`src/rtl/tcw_pkg.sv`:
```
// Shared constants, types and a helper function for the text console writer.
package tcw_pkg;

    localparam int COLUMNS   = 80;
    localparam int ROWS      = 25;
    localparam int TAB_WIDTH = 8;

    localparam int CELLS     = COLUMNS * ROWS;
    localparam int COL_W     = $clog2(COLUMNS);
    localparam int ROW_W     = $clog2(ROWS);
    localparam int ADDR_W    = $clog2(CELLS);
    localparam int COLX_W    = COL_W + 6;
    localparam int ROWX_W    = ROW_W + 1;
    localparam int TAB_STOPS = (COLUMNS + TAB_WIDTH - 1) / TAB_WIDTH;

    localparam int ROW_FIELD_W    = 5;
    localparam int COL_FIELD_W    = 7;
    localparam int OFFSET_FIELD_W = 11;
    localparam int BYTE_W         = 8;
    localparam int CELL_W         = 2 * BYTE_W;

    localparam logic [BYTE_W-1:0] CHAR_NEWLINE   = 8'd10;
    localparam logic [BYTE_W-1:0] CHAR_TAB       = 8'd9;
    localparam logic [BYTE_W-1:0] CHAR_BACKSPACE = 8'd8;
    localparam logic [BYTE_W-1:0] CHAR_SPACE     = 8'd32;
    localparam logic [BYTE_W-1:0] ATTR_DEFAULT   = 8'h0F;

    localparam logic KIND_PUT  = 1'b0;
    localparam logic KIND_READ = 1'b1;

    typedef enum logic [7:0] {
        S_INIT  = 8'b0000_0001,
        S_IDLE  = 8'b0000_0010,
        S_EXEC  = 8'b0000_0100,
        S_READ  = 8'b0000_1000,
        S_COPY  = 8'b0001_0000,
        S_FLUSH = 8'b0010_0000,
        S_CLEAR = 8'b0100_0000,
        S_DONE  = 8'b1000_0000
    } tcw_state_t;

    typedef struct packed {
        logic                  we;
        logic [ADDR_W-1:0]     waddr;
        logic [CELL_W-1:0]     wdata;
        logic                  re;
        logic [ADDR_W-1:0]     raddr;
    } tcw_mem_req_t;

    typedef struct packed {
        logic                  valid;
        logic [ROW_W-1:0]      row;
        logic [COL_W-1:0]      col;
        logic [BYTE_W-1:0]     cell_char;
        logic [BYTE_W-1:0]     cell_attr;
    } tcw_result_t;

    // Smallest multiple of TAB_WIDTH at or above the column
    function automatic logic [COLX_W-1:0] tab_next(input logic [COLX_W-1:0] col);
        logic [COLX_W-1:0] stop;
        logic [COLX_W-1:0] res;
        logic              found;
        res   = col;
        found = 1'b0;
        for (int k = TAB_STOPS; k >= 0; k--)
        begin
            stop = COLX_W'(k * TAB_WIDTH);
            if (stop >= col)
            begin
                res   = stop;
                found = 1'b1;
            end
        end
        if (!found)
        begin
            res = col;
        end
        return res;
    endfunction

endpackage

```
`src/rtl/tcw_engine.sv`:
```
// Sequencer: cursor update, cell writes, reads, scroll copy and row clearing.
module tcw_engine (
    input  logic                         clk,
    input  logic                         rst_n,
    input  logic                         in_valid,
    output logic                         in_stall,
    input  logic                         kind,
    input  logic [tcw_pkg::BYTE_W-1:0]   char_code,
    input  logic [tcw_pkg::ROW_FIELD_W-1:0] read_row,
    input  logic [tcw_pkg::COL_FIELD_W-1:0] read_col,
    input  logic [tcw_pkg::BYTE_W-1:0]   attr,
    input  logic                         res_ready,
    output tcw_pkg::tcw_result_t         res,
    output tcw_pkg::tcw_mem_req_t        mem_req,
    input  logic [tcw_pkg::CELL_W-1:0]   mem_rdata
);
    import tcw_pkg::*;

    tcw_state_t                state_reg, state_next;
    logic [ADDR_W-1:0]         cnt_reg, cnt_next;
    logic [ROW_W-1:0]          row_reg, row_next;
    logic [COL_W-1:0]          col_reg, col_next;
    logic                      pend_reg, pend_next;
    logic [ADDR_W-1:0]         waddr_reg, waddr_next;

    logic                      kind_reg;
    logic [BYTE_W-1:0]         char_reg;
    logic [ROW_FIELD_W-1:0]    rrow_reg;
    logic [COL_FIELD_W-1:0]    rcol_reg;
    logic [BYTE_W-1:0]         cell_char_reg, cell_char_next;
    logic [BYTE_W-1:0]         cell_attr_reg, cell_attr_next;

    logic [COLX_W-1:0]         colx;
    logic [ROWX_W-1:0]         rowx;
    logic [ROW_W-1:0]          wr_row;
    logic [COL_W-1:0]          wr_col;
    logic [BYTE_W-1:0]         wr_char;
    logic                      scroll;
    logic [ADDR_W-1:0]         put_addr;
    logic [ADDR_W-1:0]         rd_addr;
    logic                      rd_in_range;

    // Cursor arithmetic for a put item
    always_comb
    begin
        colx    = COLX_W'(col_reg);
        rowx    = ROWX_W'(row_reg);
        wr_row  = row_reg;
        wr_col  = col_reg;
        wr_char = char_reg;
        scroll  = 1'b0;
        case (char_reg)
            CHAR_NEWLINE:
            begin
                colx = '0;
                rowx = rowx + ROWX_W'(1);
            end
            CHAR_TAB:
            begin
                colx = tab_next(colx);
            end
            CHAR_BACKSPACE:
            begin
                if (col_reg != '0)
                begin
                    colx = colx - COLX_W'(1);
                end
                else if (row_reg != '0)
                begin
                    rowx = rowx - ROWX_W'(1);
                    colx = COLX_W'(COLUMNS - 1);
                end
                wr_row  = ROW_W'(rowx);
                wr_col  = COL_W'(colx);
                wr_char = CHAR_SPACE;
            end
            default:
            begin
                colx = colx + COLX_W'(1);
            end
        endcase
        if (colx >= COLX_W'(COLUMNS))
        begin
            colx = '0;
            rowx = rowx + ROWX_W'(1);
        end
        if (rowx >= ROWX_W'(ROWS))
        begin
            scroll = 1'b1;
            rowx   = ROWX_W'(ROWS - 1);
            colx   = '0;
        end
    end

    assign put_addr    = ADDR_W'(wr_row) * ADDR_W'(COLUMNS) + ADDR_W'(wr_col);
    assign rd_addr     = ADDR_W'(rrow_reg) * ADDR_W'(COLUMNS) + ADDR_W'(rcol_reg);
    assign rd_in_range = (int'(rrow_reg) < ROWS) && (int'(rcol_reg) < COLUMNS);

    always_comb
    begin
        state_next     = state_reg;
        cnt_next       = cnt_reg;
        row_next       = row_reg;
        col_next       = col_reg;
        pend_next      = pend_reg;
        waddr_next     = waddr_reg;
        cell_char_next = cell_char_reg;
        cell_attr_next = cell_attr_reg;
        mem_req        = '0;
        case (state_reg)
            S_INIT:
            begin
                mem_req.we    = 1'b1;
                mem_req.waddr = cnt_reg;
                mem_req.wdata = {CHAR_SPACE, ATTR_DEFAULT};
                if (cnt_reg == ADDR_W'(CELLS - 1))
                begin
                    cnt_next   = '0;
                    state_next = S_IDLE;
                end
                else
                begin
                    cnt_next = cnt_reg + ADDR_W'(1);
                end
            end
            S_IDLE:
            begin
                if (in_valid)
                begin
                    state_next = S_EXEC;
                end
            end
            S_EXEC:
            begin
                cell_char_next = '0;
                cell_attr_next = '0;
                if (kind_reg == KIND_PUT)
                begin
                    mem_req.we    = (char_reg != CHAR_NEWLINE) && (char_reg != CHAR_TAB);
                    mem_req.waddr = put_addr;
                    mem_req.wdata = {wr_char, attr};
                    row_next      = ROW_W'(rowx);
                    col_next      = COL_W'(colx);
                    if (scroll)
                    begin
                        cnt_next   = '0;
                        pend_next  = 1'b0;
                        state_next = S_COPY;
                    end
                    else
                    begin
                        state_next = S_DONE;
                    end
                end
                else if (rd_in_range)
                begin
                    mem_req.re    = 1'b1;
                    mem_req.raddr = rd_addr;
                    state_next    = S_READ;
                end
                else
                begin
                    state_next = S_DONE;
                end
            end
            S_READ:
            begin
                cell_char_next = mem_rdata[CELL_W-1:BYTE_W];
                cell_attr_next = mem_rdata[BYTE_W-1:0];
                state_next     = S_DONE;
            end
            S_COPY:
            begin
                // Read one row ahead, write the word fetched last cycle
                mem_req.re    = 1'b1;
                mem_req.raddr = cnt_reg + ADDR_W'(COLUMNS);
                mem_req.we    = pend_reg;
                mem_req.waddr = waddr_reg;
                mem_req.wdata = mem_rdata;
                pend_next     = 1'b1;
                waddr_next    = cnt_reg;
                if (cnt_reg == ADDR_W'(CELLS - COLUMNS - 1))
                begin
                    state_next = S_FLUSH;
                end
                else
                begin
                    cnt_next = cnt_reg + ADDR_W'(1);
                end
            end
            S_FLUSH:
            begin
                mem_req.we    = pend_reg;
                mem_req.waddr = waddr_reg;
                mem_req.wdata = mem_rdata;
                pend_next     = 1'b0;
                cnt_next      = ADDR_W'(CELLS - COLUMNS);
                state_next    = S_CLEAR;
            end
            S_CLEAR:
            begin
                mem_req.we    = 1'b1;
                mem_req.waddr = cnt_reg;
                mem_req.wdata = {CHAR_SPACE, attr};
                if (cnt_reg == ADDR_W'(CELLS - 1))
                begin
                    cnt_next   = '0;
                    state_next = S_DONE;
                end
                else
                begin
                    cnt_next = cnt_reg + ADDR_W'(1);
                end
            end
            S_DONE:
            begin
                if (res_ready)
                begin
                    state_next = S_IDLE;
                end
            end
            default:
            begin
                state_next = S_IDLE;
            end
        endcase
    end

    always_ff @(posedge clk or negedge rst_n)
    begin
        if (!rst_n)
        begin
            state_reg <= S_INIT;
            cnt_reg   <= '0;
            row_reg   <= '0;
            col_reg   <= '0;
            pend_reg  <= 1'b0;
            waddr_reg <= '0;
        end
        else
        begin
            state_reg <= state_next;
            cnt_reg   <= cnt_next;
            row_reg   <= row_next;
            col_reg   <= col_next;
            pend_reg  <= pend_next;
            waddr_reg <= waddr_next;
        end
    end

    // Hold the accepted word and the read cell
    always_ff @(posedge clk)
    begin
        if (state_reg == S_IDLE && in_valid)
        begin
            kind_reg <= kind;
            char_reg <= char_code;
            rrow_reg <= read_row;
            rcol_reg <= read_col;
        end
        cell_char_reg <= cell_char_next;
        cell_attr_reg <= cell_attr_next;
    end

    assign in_stall      = (state_reg != S_IDLE);
    assign res.valid     = (state_reg == S_DONE);
    assign res.row       = row_reg;
    assign res.col       = col_reg;
    assign res.cell_char = cell_char_reg;
    assign res.cell_attr = cell_attr_reg;

endmodule

```
`config.mk`:
```
export PLATFORM = sky130hd
export DESIGN_NAME = tcw_engine
export DESIGN_NICKNAME = d
export VERILOG_FILES = /design/src/rtl/tcw_pkg.sv /design/src/rtl/tcw_engine.sv
export SDC_FILE = /design/constraint.sdc
export NUM_CORES = 1
export LEC_CHECK = 0
export BUFFER_PORTS_ARGS = -buffer_cell sky130_fd_sc_hd__buf_4
export CAP_MARGIN = 20
export CORE_MARGIN = 4
export CORE_UTILIZATION = 40
export DETAILED_ROUTE_END_ITERATION = 16
export PLACE_DENSITY = 0.64
export SYNTH_ARGS = -nofsm -noshare
export SYNTH_HDL_FRONTEND = slang
export SYNTH_SLANG_ARGS = --single-unit
```
`constraint.sdc`:
```
create_clock -name clk -period 4.73 [get_ports clk]
set_input_delay 0.7095 -clock clk [delete_from_list [all_inputs] [get_ports clk]]
set_output_delay 0.7095 -clock clk [all_outputs]
set_load 0.05 [all_outputs]
```
==> results.py <==
metrics = {
    "worst_setup_path": {
        "r2r_cells": 14,
        "start_kind": "flip-flop",
        "reg2reg_from": "row_reg[0]$_DFFE_PN0P_",
        "critPathKind": "flip-flop to primary output",
        "cp_data_required_time_ps": 4020,
        "crit_arrival_ps": 4050,
        "cp-end-kind": "primary output",
        "ff2ff_setup_slack_ps": 490,
        "cp_max_fo": 7,
        "crit_chain": "or4b_4 > nor3_4 > nand2_2 > nand2_2 > o21ai_2 > ha_1 > ha_4 > inv_2 > fa_2 > nor3_2 > xor2_1 > xnor2_1 > o21ai_2 > buf_6",
        "timing.rr.end": "cnt_reg[0]$_DFFE_PN0P_",
        "cpPeakStageDelay_ps": 620,
        "slowest_stage": "or4b_4",
    },
    "yosys": {
        "synth_edf_count": 37,
        "async_flop_share_pct": 53.8,
        "synthXorXnorAreaFrac_pct": 3.89,
        "synthAdderAreaFrac_pct": 7.13,
        "avgSynthCellArea_um2": 9.06,
        "synthesis.area_um2": 5860,
        "syn_inst": 647,
        "synth_flop_cell": "dfrtp_1",
        "synth_top_family_by_area": "simple AND/OR/NAND/NOR gates",
        "synth_seq_cells": 80,
        "yosys.area_share.simple_pct": 23.6,
        "syn-num-nets": 727,
        "ys_seq_area_share_pct": 37.3,
        "ys_warn_count": 0,
        "synth-compound-area-share_pct": 21.6,
        "synth.lib_cells_used.distinct": 85,
        "muxShareOfSynthArea_pct": 1.49,
    },
    "global_route": {
        "grt_pass1_wl_mm": 29.7,
        "grt_antenna_before_repair": 0,
        "grt_start_max_net_pins": 44,
        "gr-total-overflow": 0,
        "grt_pass1_vias": 5638,
        "grt.total_usage_pct": 22.7,
    },
    "floorplanning": {
        "dieArea_um2": 16700,
        "die_x_um": 129,
        "ioPinCount": 119,
        "num_rows": 43,
        "core_um2": 14100,
        "start_util_pct": 41.6,
        "dieHeight_um": 129,
    },
    "timing": {
        "layout_worst_path_cycle_share_pct": 101,
        "hold_violations": 0,
        "maxSlewViolCount": 0,
        "setup_slack_ps": -33.4,
        "slew_headroom_pct": 28.7,
        "max_freq_ghz": 0.210,
        "fin_skew_ps": 6.43,
        "tightest_slew_ps": 1060,
        "hold_ws_ps": 359,
        "fin_crit_ps": 4760,
        "finalSetupViolations": 1,
        "rsz0062_at_grt": "yes",
    },
    "final_layout": {
        "diodes": 0,
        "multi_input_comb_area_um2": 3500,
        "mostFrequentLayoutCell": "buf_4",
        "mostFrequentLayoutCells": "buf_4 (151), nand2_1 (79), o21ai_0 (49)",
        "finalNonFillerCells": 960,
        "fillers": 1332,
        "drive_gt1_share_pct": 28.7,
        "syn2layout_area_growth_pct": 28.0,
        "final_nets": 855,
        "ff_latch_area_um2": 2190,
    },
    "detailed_routing": {
        "top_layer_used": "met4",
        "wl_met3_mm": 1.34,
        "vias_per_cell": 5.89,
        "drc": 0,
        "wl_met2_mm": 8.67,
        "drtPass1Iterations": 5,
        "drt_iter0_drc": 435,
        "wl_per_cell_um": 19.7,
        "ant_nets": 0,
        "vias": 5651,
        "wirelength_mm": 18.9,
        "met1_length_mm": 8.41,
    },
    "clock_network": {
        "cts_max_level": 3,
        "clk_latency_ps": 350,
        "cts.sinks": 80,
        "clock_path_buffers": 2,
        "cts_tree": "done",
        "clk_pin_slew_ps": 60,
        "cts_root_buf": "clkbuf_16",
        "cts-buffers-inserted": 9,
    },
    "placed_design": {
        "port_buffers": 118,
        "dp_cells": 930,
        "dp_slack_ps": 49.2,
        "dpl.hpwl_mm": 14.2,
        "gp_congestion": 0.918,
    },
    "run": {
        "maxCapViolCount": 0,
    },
    "status": {
        "violations": "negative setup slack",
        "status": "complete, but fails checks",
    },
    "power_and_ir_drop": {
        "p_per_area_nw_per_um2": 459,
        "peakVddDrop_mv": 0.241,
        "p_leak_nw": 3.34,
        "design_power_total_w": 0.00344,
    },
    "min_path": {
        "hold_class": "input pin to async pin",
    },
}
==> worst max-delay path by stage <==
stage / from / end / slack, ps / depth (start not counted)
floorplan: col_reg[3]$_DFFE_PN0P_ / mem_req[38] / -100 / 14
global placement: col_reg[0]$_DFFE_PN0P_ / mem_req[38] / 310 / 15
detailed placement: col_reg[0]$_DFFE_PN0P_ / mem_req[38] / 50 / 15
CTS: char_reg[2]$_DFFE_PP_ / mem_req[38] / 30 / 14
global route: char_reg[5]$_DFFE_PP_ / mem_req[38] / -160 / 14
finish: char_reg[5]$_DFFE_PP_ / mem_req[38] / -30 / 14
==> report_power, final <==
group | internal (W) | switching (W)
clock | 0.000426 | 0.000296
combinational | 0.000637 | 0.00112
sequential | 0.000861 | 0.0000999
==> layout make-up <==
class / count / share of cell area [%]
Timing Repair Buffer: 154 / 15.5
Clock inverter: 4 / 0.701
Clock buffer: 12 / 3.29
Multi-Input combinational cell: 497 / 46.7
Sequential cell: 80 / 29.2
Inverter: 33 / 1.65
Tap cell: 180 / 3.00
==> metal layers <==
layer	up-vias	GRT usage, %
met5	-	0
met4	0	7.54
met3	38	4.91
met2	246	36.2
met1	2707	31.0
li1	2660	-
==> synthesized netlist by cell type (9+ instances only) <==
| cell type | n | share of area (%) |
|---|---|---|
| nand3_1 | 19 | 1.6 |
| o21ai_0 | 52 | 4.4 |
| and3_1 | 28 | 3.0 |
| nor2b_1 | 9 | 0.96 |
| xnor2_1 | 18 | 2.7 |
| inv_1 | 33 | 2.1 |
| ha_1 | 27 | 5.8 |
| edfxtp_1 | 37 | 19 |
| nand2_1 | 82 | 5.3 |
| nor2_1 | 33 | 2.1 |
| nor3_1 | 18 | 1.5 |
| dfrtp_1 | 42 | 18 |
| clkbuf_1 | 30 | 1.9 |
| a21oi_1 | 29 | 2.5 |
==> critical path: cells and delay by family, from the launching register on <==
kind            cells  cell delay (ps)
fa+ha+maj           3              980
simple gates        5             1460
xor+xnor            2              340
buf+inv             2              230
flops               1              440
compound gates      2              230
==> cells by family (layout without fill, tap and decap cells) <==
kind of cell	after synthesis	after routing
adders and majority gates	31	31
xor gates and xnor gates	26	26
AOI/OAI and AO/OA	182	182
muxes	7	7
buffers and inverters	70	203
and+or+nand+nor	251	251
DFF	80	80
==> timing repair <==
action | in CTS | in global routing
resized for setup | 7 | 18
endpoints found under the setup margin | 2 | 2
buffers inserted | 6 | 7
pin swaps | 3 | 16
cloned | 0 | 0
hold buffers | 0 | 0
==> stage by stage <==
stage | TNS (ps) | area, um2 | utilization [%]
after global placement | 0 | 6980 | 49.5
after detailed placement | 0 | 6980 | 49.5
final | -33.4 | 7500 | 53.2
after global routing | -232 | 7500 | 53.2
after CTS | 0 | 7350 | 52.2
after floorplan | -100 | 5870 | -
(Power assumes the default switching activity.)
